## src/srwr_pkg.sv

```systemverilog
// shared types and constants of the selective-repeat receive window
// no dependencies; compiled before every other file of the block
package srwr_pkg;

  localparam int OFF_W  = 32;
  localparam int LEN_W  = 11;
  localparam int KIND_W = 2;

  typedef enum logic [KIND_W-1:0] {
    KIND_HELD = 2'd0,
    KIND_DROP = 2'd1,
    KIND_REL  = 2'd2
  } result_kind_e;

  typedef enum logic [2:0] {
    ST_IDLE,
    ST_CALC,
    ST_DIV,
    ST_PLACE,
    ST_DRAIN
  } ctrl_state_e;

  typedef enum logic [2:0] {
    ACT_NONE,
    ACT_DROP,
    ACT_HOLD,
    ACT_REL_IN,
    ACT_REL_MEM
  } dp_act_e;

  typedef struct packed {
    logic    cap;
    logic    calc;
    logic    div;
    dp_act_e act;
  } dp_cmd_t;

  typedef struct packed {
    logic drop;
    logic at_base;
    logic next_valid;
    logic out_free;
  } dp_sts_t;

endpackage

```

## src/srwr_if.sv

```systemverilog
// segment request and result request channel interfaces
// depends on srwr_pkg
interface srwr_seg_if #(
  parameter int TAG_BITS = 8
);
  import srwr_pkg::*;

  logic                valid;
  logic                ready;
  logic [OFF_W-1:0]    seg_offset;
  logic [LEN_W-1:0]    seg_length;
  logic [TAG_BITS-1:0] payload_tag;

  modport source (output valid, seg_offset, seg_length, payload_tag, input ready);
  modport sink   (input valid, seg_offset, seg_length, payload_tag, output ready);
endinterface

interface srwr_res_if #(
  parameter int TAG_BITS = 8
);
  import srwr_pkg::*;

  logic                valid;
  logic                ready;
  logic [KIND_W-1:0]   result_kind;
  logic [TAG_BITS-1:0] out_tag;
  logic [LEN_W-1:0]    out_length;
  logic                transfer_done;
  logic                last;

  modport source (output valid, result_kind, out_tag, out_length, transfer_done, last,
                  input ready);
  modport sink   (input valid, result_kind, out_tag, out_length, transfer_done, last,
                  output ready);
endinterface

```

## src/srwr_ctrl.sv

```systemverilog
// control state machine of the receive window
// depends on srwr_pkg; drives the datapath commands
module srwr_ctrl (
  input  logic              clk_i,
  input  logic              rst_ni,
  input  logic              in_valid_i,
  output logic              in_ready_o,
  input  srwr_pkg::dp_sts_t sts_i,
  output srwr_pkg::dp_cmd_t cmd_o
);
  import srwr_pkg::*;

  ctrl_state_e state_q, state_d;

  always_ff @(posedge clk_i or negedge rst_ni) begin
    if (!rst_ni) begin
      state_q <= ST_IDLE;
    end else begin
      state_q <= state_d;
    end
  end

  always_comb begin
    state_d = state_q;
    unique case (state_q)
      ST_IDLE: begin
        if (in_valid_i) state_d = ST_CALC;
      end
      ST_CALC: state_d = ST_DIV;
      ST_DIV:  state_d = ST_PLACE;
      ST_PLACE: begin
        if (sts_i.out_free) begin
          if (sts_i.drop || !sts_i.at_base || !sts_i.next_valid) begin
            state_d = ST_IDLE;
          end else begin
            state_d = ST_DRAIN;
          end
        end
      end
      ST_DRAIN: begin
        if (sts_i.out_free && !sts_i.next_valid) state_d = ST_IDLE;
      end
      default: state_d = ST_IDLE;
    endcase
  end

  always_comb begin
    in_ready_o   = 1'b0;
    cmd_o.cap    = 1'b0;
    cmd_o.calc   = 1'b0;
    cmd_o.div    = 1'b0;
    cmd_o.act    = ACT_NONE;
    unique case (state_q)
      ST_IDLE: begin
        in_ready_o = 1'b1;
        cmd_o.cap  = in_valid_i;
      end
      ST_CALC: cmd_o.calc = 1'b1;
      ST_DIV:  cmd_o.div  = 1'b1;
      ST_PLACE: begin
        if (sts_i.out_free) begin
          if (sts_i.drop) begin
            cmd_o.act = ACT_DROP;
          end else if (!sts_i.at_base) begin
            cmd_o.act = ACT_HOLD;
          end else begin
            cmd_o.act = ACT_REL_IN;
          end
        end
      end
      ST_DRAIN: begin
        if (sts_i.out_free) cmd_o.act = ACT_REL_MEM;
      end
      default: cmd_o.act = ACT_NONE;
    endcase
  end

endmodule

```

## src/srwr_dp.sv

```systemverilog
// datapath of the receive window: slot math, slot store, delivery counter
// and result register; depends on srwr_pkg, commanded by srwr_ctrl
module srwr_dp #(
  parameter int WINDOW_SLOTS  = 64,
  parameter int SEGMENT_BYTES = 1024,
  parameter int TAG_BITS      = 8
) (
  input  logic                        clk_i,
  input  logic                        rst_ni,
  input  logic                        cfg_we_i,
  input  logic [srwr_pkg::OFF_W-1:0]  cfg_wdata_i,
  input  logic [srwr_pkg::OFF_W-1:0]  seg_offset_i,
  input  logic [srwr_pkg::LEN_W-1:0]  seg_length_i,
  input  logic [TAG_BITS-1:0]         payload_tag_i,
  input  srwr_pkg::dp_cmd_t           cmd_i,
  output srwr_pkg::dp_sts_t           sts_o,
  output logic                        res_valid_o,
  input  logic                        res_ready_i,
  output logic [srwr_pkg::KIND_W-1:0] res_kind_o,
  output logic [TAG_BITS-1:0]         res_tag_o,
  output logic [srwr_pkg::LEN_W-1:0]  res_length_o,
  output logic                        res_done_o,
  output logic                        res_last_o
);
  import srwr_pkg::*;

  localparam int SLOT_W    = $clog2(WINDOW_SLOTS);
  localparam int WIN_BYTES = WINDOW_SLOTS * SEGMENT_BYTES;
  localparam int DIFF_W    = (WIN_BYTES > 2) ? $clog2(WIN_BYTES) : 1;
  // round-up reciprocal, exact for every offset inside the window span
  localparam int SHIFT     = DIFF_W + $clog2(SEGMENT_BYTES);
  localparam longint unsigned RECIP_L =
    ((64'd1 << SHIFT) + 64'(SEGMENT_BYTES) - 64'd1) / 64'(SEGMENT_BYTES);
  localparam logic [SHIFT:0] RECIP = (SHIFT + 1)'(RECIP_L);
  localparam int PROD_W    = DIFF_W + SHIFT + 1;

  logic [OFF_W-1:0]    total_q;
  logic [OFF_W-1:0]    delivered_q;
  logic [SLOT_W-1:0]   base_q, base_d;
  logic [WINDOW_SLOTS-1:0] valid_q;

  logic [OFF_W-1:0]    off_q;
  logic [LEN_W-1:0]    len_q;
  logic [TAG_BITS-1:0] tag_q;
  logic                drop_q;
  logic [DIFF_W-1:0]   diff_q;
  logic [SLOT_W-1:0]   idx_q;

  logic [TAG_BITS-1:0] mem_tag [WINDOW_SLOTS];
  logic [LEN_W-1:0]    mem_len [WINDOW_SLOTS];
  logic [TAG_BITS-1:0] rd_tag_q;
  logic [LEN_W-1:0]    rd_len_q;

  logic                out_valid_q;
  logic [KIND_W-1:0]   out_kind_q;
  logic [TAG_BITS-1:0] out_tag_q;
  logic [LEN_W-1:0]    out_len_q;
  logic                out_done_q;
  logic                out_last_q;

  logic [OFF_W-1:0]    diff_full;
  logic                seg_bad;
  logic [PROD_W-1:0]   prod;
  logic [SLOT_W:0]     slot_sum;
  logic [SLOT_W-1:0]   slot;
  logic [SLOT_W-1:0]   next_base;
  logic                is_rel;
  logic                load;
  logic [TAG_BITS-1:0] rel_tag;
  logic [LEN_W-1:0]    rel_len;
  logic [OFF_W-1:0]    deliv_sum;
  logic [KIND_W-1:0]   kind_d;

  // range check of the offset against the window, and reciprocal multiply of the distance
  always_comb begin
    diff_full = off_q - delivered_q;
    seg_bad   = ((off_q == '0) && (len_q == '0)) || (off_q < delivered_q) ||
                (diff_full >= OFF_W'(WIN_BYTES));
    prod      = PROD_W'(diff_q) * PROD_W'(RECIP);
  end

  // slot placement and drain bookkeeping
  always_comb begin
    slot_sum  = {1'b0, base_q} + {1'b0, idx_q};
    slot      = (slot_sum >= (SLOT_W + 1)'(WINDOW_SLOTS)) ?
                SLOT_W'(slot_sum - (SLOT_W + 1)'(WINDOW_SLOTS)) : slot_sum[SLOT_W-1:0];
    next_base = (base_q == SLOT_W'(WINDOW_SLOTS - 1)) ? '0 : base_q + 1'b1;
    is_rel    = (cmd_i.act == ACT_REL_IN) || (cmd_i.act == ACT_REL_MEM);
    load      = (cmd_i.act != ACT_NONE);
    rel_tag   = (cmd_i.act == ACT_REL_MEM) ? rd_tag_q : tag_q;
    rel_len   = (cmd_i.act == ACT_REL_MEM) ? rd_len_q : len_q;
    deliv_sum = delivered_q + OFF_W'(rel_len);
    base_d    = is_rel ? next_base : base_q;
    case (cmd_i.act)
      ACT_HOLD:                kind_d = KIND_HELD;
      ACT_REL_IN, ACT_REL_MEM: kind_d = KIND_REL;
      default:                 kind_d = KIND_DROP;
    endcase
  end

  always_comb begin
    sts_o.drop       = drop_q || valid_q[slot];
    sts_o.at_base    = (slot == base_q);
    sts_o.next_valid = valid_q[next_base];
    sts_o.out_free   = !out_valid_q || res_ready_i;
  end

  always_ff @(posedge clk_i or negedge rst_ni) begin
    if (!rst_ni) begin
      total_q     <= '0;
      delivered_q <= '0;
      base_q      <= '0;
      valid_q     <= '0;
      out_valid_q <= 1'b0;
    end else begin
      if (cfg_we_i) total_q <= cfg_wdata_i;
      if (is_rel) delivered_q <= deliv_sum;
      base_q <= base_d;
      if (cmd_i.act == ACT_HOLD) valid_q[slot] <= 1'b1;
      if (cmd_i.act == ACT_REL_MEM) valid_q[base_q] <= 1'b0;
      if (load) begin
        out_valid_q <= 1'b1;
      end else if (res_ready_i) begin
        out_valid_q <= 1'b0;
      end
    end
  end

  always_ff @(posedge clk_i) begin
    if (cmd_i.cap) begin
      off_q <= seg_offset_i;
      len_q <= seg_length_i;
      tag_q <= payload_tag_i;
    end
    if (cmd_i.calc) begin
      drop_q <= seg_bad;
      diff_q <= diff_full[DIFF_W-1:0];
    end
    if (cmd_i.div) idx_q <= prod[SHIFT +: SLOT_W];
    if (load) begin
      out_kind_q <= kind_d;
      out_tag_q  <= is_rel ? rel_tag : tag_q;
      out_len_q  <= is_rel ? rel_len : len_q;
      out_done_q <= is_rel ? (deliv_sum == total_q) : (delivered_q == total_q);
      out_last_q <= is_rel ? !valid_q[next_base] : 1'b1;
    end
  end

  // slot store, read port follows the base that the next cycle will hold
  always_ff @(posedge clk_i) begin
    if (cmd_i.act == ACT_HOLD) begin
      mem_tag[slot] <= tag_q;
      mem_len[slot] <= len_q;
    end
    rd_tag_q <= mem_tag[base_d];
    rd_len_q <= mem_len[base_d];
  end

  assign res_valid_o  = out_valid_q;
  assign res_kind_o   = out_kind_q;
  assign res_tag_o    = out_tag_q;
  assign res_length_o = out_len_q;
  assign res_done_o   = out_done_q;
  assign res_last_o   = out_last_q;

endmodule

```

## src/sliding_window_reorder_receiver_unit.sv

```systemverilog
// top level of the selective-repeat receive window
// depends on srwr_pkg, srwr_if, srwr_ctrl and srwr_dp
//
// usage
// - seg_i carries arriving segment requests: byte offset, length, payload tag
// - res_o carries result requests: held (0), dropped (1) or released in order (2),
//   with the tag and length concerned, a transfer-done flag and a last flag
//   on the final result of each segment
// - cfg_we_i / cfg_wdata_i write the total transfer length; write only while idle
// - a segment is taken in the idle state, then checked, divided into a slot index by a
//   reciprocal multiply and placed: its first result is registered on placement, and
//   the next segment is taken only once the block is back in idle, so a new segment
//   is not taken before every result of the last one has been registered
// - each further in-order release is paced by the single read port of the slot store
//   (one slot per cycle while res_o is ready)
// - res_o is a result register: while it is stalled the block keeps taking a
//   segment and working it up to placement, then waits for the register to free
// - reset clears the delivered count, the window base, all slot valid bits and
//   the total length; the slot store itself needs no clearing
module sliding_window_reorder_receiver_unit #(
  parameter int WINDOW_SLOTS  = 64,
  parameter int SEGMENT_BYTES = 1024,
  parameter int TAG_BITS      = 8
) (
  input  logic                       clk_i,
  input  logic                       rst_ni,
  input  logic                       cfg_we_i,
  input  logic [srwr_pkg::OFF_W-1:0] cfg_wdata_i,
  srwr_seg_if.sink                   seg_i,
  srwr_res_if.source                 res_o
);
  import srwr_pkg::*;

  dp_cmd_t cmd;
  dp_sts_t sts;
  logic    in_ready;

  // controller: sequences check, divide, place and drain
  srwr_ctrl u_ctrl (
    .clk_i      (clk_i),
    .rst_ni     (rst_ni),
    .in_valid_i (seg_i.valid),
    .in_ready_o (in_ready),
    .sts_i      (sts),
    .cmd_o      (cmd)
  );

  // datapath: window state, slot store and result register
  srwr_dp #(
    .WINDOW_SLOTS  (WINDOW_SLOTS),
    .SEGMENT_BYTES (SEGMENT_BYTES),
    .TAG_BITS      (TAG_BITS)
  ) u_dp (
    .clk_i         (clk_i),
    .rst_ni        (rst_ni),
    .cfg_we_i      (cfg_we_i),
    .cfg_wdata_i   (cfg_wdata_i),
    .seg_offset_i  (seg_i.seg_offset),
    .seg_length_i  (seg_i.seg_length),
    .payload_tag_i (seg_i.payload_tag),
    .cmd_i         (cmd),
    .sts_o         (sts),
    .res_valid_o   (res_o.valid),
    .res_ready_i   (res_o.ready),
    .res_kind_o    (res_o.result_kind),
    .res_tag_o     (res_o.out_tag),
    .res_length_o  (res_o.out_length),
    .res_done_o    (res_o.transfer_done),
    .res_last_o    (res_o.last)
  );

  assign seg_i.ready = in_ready;

endmodule

```

## src/flat_wrapper.sv

```systemverilog
// flat-port wrapper written by rule: the top's interface ports become plain ports
module sliding_window_reorder_receiver_unit_flat import srwr_pkg::*;
#(
  parameter int WINDOW_SLOTS  = 64,
  parameter int SEGMENT_BYTES = 1024,
  parameter int TAG_BITS      = 8
)
  (clk_i, rst_ni, cfg_we_i, cfg_wdata_i, seg_i_valid, seg_i_seg_offset, seg_i_seg_length, seg_i_payload_tag, seg_i_ready, res_o_valid, res_o_result_kind, res_o_out_tag, res_o_out_length, res_o_transfer_done, res_o_last, res_o_ready);
  srwr_seg_if #(.TAG_BITS(TAG_BITS)) seg_i_i ();
  srwr_res_if #(.TAG_BITS(TAG_BITS)) res_o_i ();
  input  logic clk_i;
  input  logic rst_ni;
  input  logic cfg_we_i;
  input  logic [srwr_pkg::OFF_W-1:0] cfg_wdata_i;
  input wire logic [$bits(seg_i_i.valid)-1:0] seg_i_valid;
  input wire logic [$bits(seg_i_i.seg_offset)-1:0] seg_i_seg_offset;
  input wire logic [$bits(seg_i_i.seg_length)-1:0] seg_i_seg_length;
  input wire logic [$bits(seg_i_i.payload_tag)-1:0] seg_i_payload_tag;
  output wire logic [$bits(seg_i_i.ready)-1:0] seg_i_ready;
  output wire logic [$bits(res_o_i.valid)-1:0] res_o_valid;
  output wire logic [$bits(res_o_i.result_kind)-1:0] res_o_result_kind;
  output wire logic [$bits(res_o_i.out_tag)-1:0] res_o_out_tag;
  output wire logic [$bits(res_o_i.out_length)-1:0] res_o_out_length;
  output wire logic [$bits(res_o_i.transfer_done)-1:0] res_o_transfer_done;
  output wire logic [$bits(res_o_i.last)-1:0] res_o_last;
  input wire logic [$bits(res_o_i.ready)-1:0] res_o_ready;
  assign seg_i_i.valid = seg_i_valid;
  assign seg_i_i.seg_offset = seg_i_seg_offset;
  assign seg_i_i.seg_length = seg_i_seg_length;
  assign seg_i_i.payload_tag = seg_i_payload_tag;
  assign seg_i_ready = seg_i_i.ready;
  assign res_o_valid = res_o_i.valid;
  assign res_o_result_kind = res_o_i.result_kind;
  assign res_o_out_tag = res_o_i.out_tag;
  assign res_o_out_length = res_o_i.out_length;
  assign res_o_transfer_done = res_o_i.transfer_done;
  assign res_o_last = res_o_i.last;
  assign res_o_i.ready = res_o_ready;
  sliding_window_reorder_receiver_unit #(.WINDOW_SLOTS(WINDOW_SLOTS), .SEGMENT_BYTES(SEGMENT_BYTES), .TAG_BITS(TAG_BITS)) u_core (.clk_i(clk_i), .rst_ni(rst_ni), .cfg_we_i(cfg_we_i), .cfg_wdata_i(cfg_wdata_i), .seg_i(seg_i_i), .res_o(res_o_i));
endmodule
```

## config.mk

```make
export PLATFORM = sky130hd
export DESIGN_NAME = sliding_window_reorder_receiver_unit_flat
export DESIGN_NICKNAME = d
export VERILOG_FILES = /design/src/srwr_pkg.sv /design/src/srwr_if.sv /design/src/srwr_ctrl.sv /design/src/srwr_dp.sv /design/src/sliding_window_reorder_receiver_unit.sv /design/src/flat_wrapper.sv
export SDC_FILE = /design/constraint.sdc
export NUM_CORES = 2
export LEC_CHECK = 0
export BUFFER_PORTS_ARGS = -buffer_cell sky130_fd_sc_hd__buf_4
export CORE_UTILIZATION = 57
export DETAILED_ROUTE_END_ITERATION = 16
export PLACE_DENSITY = 0.75
export SYNTH_ARGS = -nofsm -noshare
export SYNTH_HDL_FRONTEND = slang
export SYNTH_SLANG_ARGS = --single-unit
```

## constraint.sdc

```tcl
create_clock -name clk_i -period 5.5 [get_ports clk_i]
set_input_delay 0.275 -clock clk_i [delete_from_list [all_inputs] [get_ports clk_i]]
set_output_delay 0.275 -clock clk_i [all_outputs]
set_load 0.02 [all_outputs]
```

==> flow_metrics.py <==
metrics = {
    "floorplan": {
        "die_area_um2": 108000,
        "die_h_um": 328,
        "fp.dieW_um": 328,
        "num_io_pins": 113,
        "start_util_pct": 57.5,
        "rows": 119,
        "core_area_um2": 105000,
    },
    "setup_path": {
        "worstSetupPathType": "reg -> reg",
        "path_delay_family": "simple AND/OR/NAND/NOR gates",
        "worstReg2RegEnd": "u_core.u_dp.rd_len_q[7]$_DFF_P_",
        "worst-path-buf-inv": 5,
        "startpoint_type": "register",
        "path_common_cell": "buf_4",
        "reg2reg_slack_ps": 20,
        "worst_ep_arrival_time_ps": 6110,
        "cp_slowest_cell": "fa_2",
        "setup.worst_path.end_class": "register",
        "path_cells": "ha_2, fa_2, buf_8, mux4_2, and3_1, o41ai_4, mux2i_4, a211oi_4, buf_4, nor2_4, clkinv_4, buf_4, mux2i_1, and2_1, buf_4, o21ai_1, nand4_1, or4_1",
        "max_stage_delay_ps": 700,
        "crit_required_ps": 6130,
        "r2r_cells": 18,
        "critPathMaxFanout": 19,
        "r2r-start": "u_core.u_dp.base_q[0]$_DFF_PN0_",
    },
    "global_route": {
        "grt_overflow": 0,
        "grt_pass1_vias": 39000,
        "grt_pass1_wl_mm": 252,
        "grt_max_degree": 171,
        "antenna_found_initial": 6,
        "track_usage_pct": 32.2,
    },
    "outcome": {
        "status": "completed",
    },
    "yosys": {
        "synthTopCellsByArea": "edfxtp_1 (65%), dfrtp_1 (5.7%), mux2i_1 (5.3%)",
        "syn_inst": 4368,
        "ys_ff_latch": 1460,
        "synth_xor_area_share_pct": 1.24,
        "synth_edf_count": 1303,
        "ys_warn_count": 0,
        "async_flop_share_pct": 9.45,
        "synth_flop_cell": "edfxtp_1",
        "synth-compound-area-share_pct": 8.47,
        "synth_common_cells": "edfxtp_1 (1303), nand2_1 (738), mux2i_1 (318)",
        "synth-adder-area-share_pct": 1.15,
        "synth_top_family_by_area": "simple AND/OR/NAND/NOR gates",
        "synth_top_cell_area_share_pct": 64.6,
        "synth.most_common_cell": "edfxtp_1",
        "netlist_area_um2": 60600,
        "yosys.area_share.simple_pct": 9.01,
        "synth_nets": 4510,
        "synth.distinct_cells": 85,
        "ys_seq_area_share_pct": 70.9,
        "avgSynthCellArea_um2": 13.9,
        "synthMuxAreaShare_pct": 7.10,
        "netlist.top_cell.by_area": "edfxtp_1",
    },
    "pwr": {
        "power.total_mw": 25.6,
        "p_sw_mw": 6.32,
        "switching_share_pct": 24.7,
        "power_density_nw_per_um2": 361,
        "power.leakage_nw": 24.5,
        "power.share.clock_pct": 38.1,
        "pwr-share-seq_pct": 50.3,
        "comb_power_share_pct": 11.6,
        "peakVddDrop_mv": 0.328,
        "internal_power_mw": 19.3,
    },
    "cells_and_area": {
        "drive_above_1_share_pct": 15.8,
        "ff_latch_area_um2": 43000,
        "area_growth_pct": 17.1,
        "finalInstanceArea_um2": 70900,
        "multi_input_area_um2": 16600,
        "nFillCells": 7099,
        "final_core_util_pct": 67.4,
        "nets": 4914,
    },
    "clock_network": {
        "cts_buffers": 143,
        "clk_latency_ps": 770,
        "clockBufferDepth": 3,
        "cts_num_sinks": 1460,
        "cts_tree": "yes",
        "root_buffer": "clkbuf_16",
        "path_clk_slew_ps": 60,
        "h-tree-depth": 4,
    },
    "routing": {
        "wl_mm": 175,
        "post_drt_wl_per_cell_um": 27.9,
        "ant_nets": 0,
        "drc": 0,
        "drtIter0Drc": 5716,
        "vias": 40500,
        "detail_route.first_pass.iterations": 6,
        "vias_per_cell": 6.44,
    },
    "flow_run": {
        "max_cap_violations": 0,
    },
    "sta": {
        "worst_pin_slew_ps": 1400,
        "min_period_ps": 5480,
        "max_freq_ghz": 0.182,
        "finalMaxSlewViolations": 0,
        "worst_slack_ps": 19.2,
        "relSlewSlack_pct": 6.00,
        "clock_skew_ps": 33.9,
        "hold_violations": 0,
        "min_period_over_period_pct": 99.7,
        "setup-violations-final": 0,
    },
    "hold_path": {
        "worstHoldPathCells": 2,
        "min_from": "cfg_we_i",
        "hold_path.class": "in -> reg",
        "holdPathEnd": "u_core.u_dp.total_q[20]$_DFFE_PN0P_",
    },
    "placed_design": {
        "gp_congestion": 0.996,
        "placed_area_um2": 64800,
        "port-buffer-count": 112,
        "dp_slack_ps": -194,
        "hpwl_mm": 103,
    },
}
==> worst max path at each step <==
| stage | from | endpoint | slack (ps) | cells past startpoint |
|---|---|---|---|---|
| 2_1_floorplan | u_core.u_ctrl.state_q[1]$_DFFE_PN0P_ | u_core.u_dp.res_done_o$_DFFE_PP_ | 120 | 25 |
| 3_3_place_gp | u_core.u_dp.base_q[0]$_DFF_PN0_ | u_core.u_dp.rd_tag_q[3]$_DFF_P_ | -130 | 17 |
| 3_5_place_dp | u_core.u_dp.base_q[0]$_DFF_PN0_ | u_core.u_dp.rd_tag_q[3]$_DFF_P_ | -190 | 17 |
| 4_1_cts | u_core.u_dp.base_q[0]$_DFF_PN0_ | u_core.u_dp.rd_len_q[10]$_DFF_P_ | 8 | 17 |
| 5_1_grt | u_core.u_dp.base_q[0]$_DFF_PN0_ | u_core.u_dp.rd_len_q[10]$_DFF_P_ | -70 | 18 |
| 6_report | u_core.u_dp.base_q[0]$_DFF_PN0_ | u_core.u_dp.rd_len_q[7]$_DFF_P_ | 20 | 18 |
==> stage by stage <==
| stage | instances | TNS, ps | hold slack, ps |
|---|---|---|---|
| floorplan | 4368 | 0 | -20.6 |
| detailed placement | 5893 | -1050 | 356 |
| finish | 6284 | 0 | 63.3 |
| global route | 6283 | -87.1 | 71.3 |
| CTS | 6249 | 0 | 6.14 |
| global placement | 5893 | -274 | 349 |
==> flip-flops by register name (all words and copies together), names as in the netlist, 32 cells and up <==
register	count
u_core.u_dp.mem_len	704
u_core.u_dp.mem_tag	512
u_core.u_dp.valid_q	64
u_core.u_dp.delivered_q	32
u_core.u_dp.off_q	32
u_core.u_dp.total_q	32
==> power by group through the flow <==
| stage | clock [mW] | sequential, mW | combinational (mW) |
|---|---|---|---|
| CTS | 9.79 | 12.8 | 2.72 |
| floorplan | 0 | 13.2 | 1.27 |
| detailed placement | 0 | 13.1 | 2.65 |
| global route | 10.2 | 12.9 | 3.11 |
| finish | 9.74 | 12.9 | 2.97 |
| global placement | 0 | 13.1 | 2.61 |
==> logic make-up after synthesis <==
logic type / Yosys count
flip-flops: 1460
adder cells (fa/ha/maj): 54
AO/OA/AOI/OAI: 852
multiplexers: 384
XOR/XNOR: 84
AND/OR/NAND/NOR: 1236
buffers and inverters: 298
==> worst reg2reg max path, delay by kind of cell (launching register included) <==
| family | cells | cell delay [ps] |
|---|---|---|
| fa+ha+maj | 2 | 930 |
| compound gates | 3 | 870 |
| mux | 3 | 730 |
| simple gates | 5 | 1500 |
| flops | 1 | 400 |
| buf+inv | 5 | 910 |
==> cell type report <==
cell class | count | share of cell area, %
timing repair inverter | 2 | 0.0282
sequential | 1460 | 60.6
multi-input combinational | 2610 | 23.5
clock inverter | 68 | 1.01
clock buffer | 197 | 5.51
timing repair buffer | 493 | 6.56
inverter | 62 | 0.383
tap | 1391 | 2.45
antenna | 1 | 0.00353
==> cell usage in the layout (no fill, tap or decap), types with 26 or more instances in the layout <==
| cell type | count |
|---|---|
| nor2_2 | 65 |
| mux4_2 | 32 |
| clkbuf_16 | 154 |
| inv_1 | 57 |
| ha_1 | 50 |
| nand2_1 | 738 |
| and3_1 | 94 |
| a31oi_1 | 82 |
| mux2_2 | 32 |
| buf_12 | 38 |
| a22o_1 | 38 |
| o21ai_0 | 166 |
| mux2i_1 | 317 |
| o21ai_1 | 40 |
| xnor2_1 | 56 |
| nand3_1 | 44 |
| clkbuf_1 | 45 |
| buf_4 | 346 |
| dlygate4sd3_1 | 90 |
| o22ai_1 | 157 |
| edfxtp_1 | 1303 |
| dfrtp_1 | 138 |
| xor2_1 | 26 |
| nor2_1 | 102 |
| a21oi_1 | 246 |
| nand4_1 | 50 |
==> timing repair <==
item	in CTS	in global routing
buffers inserted	1	24
hold buffers	90	0
gates resized for setup	12	44
pin swaps	2	22
endpoints found under the hold margin	158	0
cloned	0	10
setup endpoints to repair	18	20
==> per-layer routing <==
layer  wire (um)  part of all wire [%]  vias up  GRT usage [%]
met2       80400                    46     2700           49.4
met1       66500                    38    20100           44.9
met3       20500                    12      382           6.75
li1            -                     -    17300              -
met4        7590                   4.3        8           13.8
met5          46                 0.026        -              0
(Power assumes the default switching activity.)
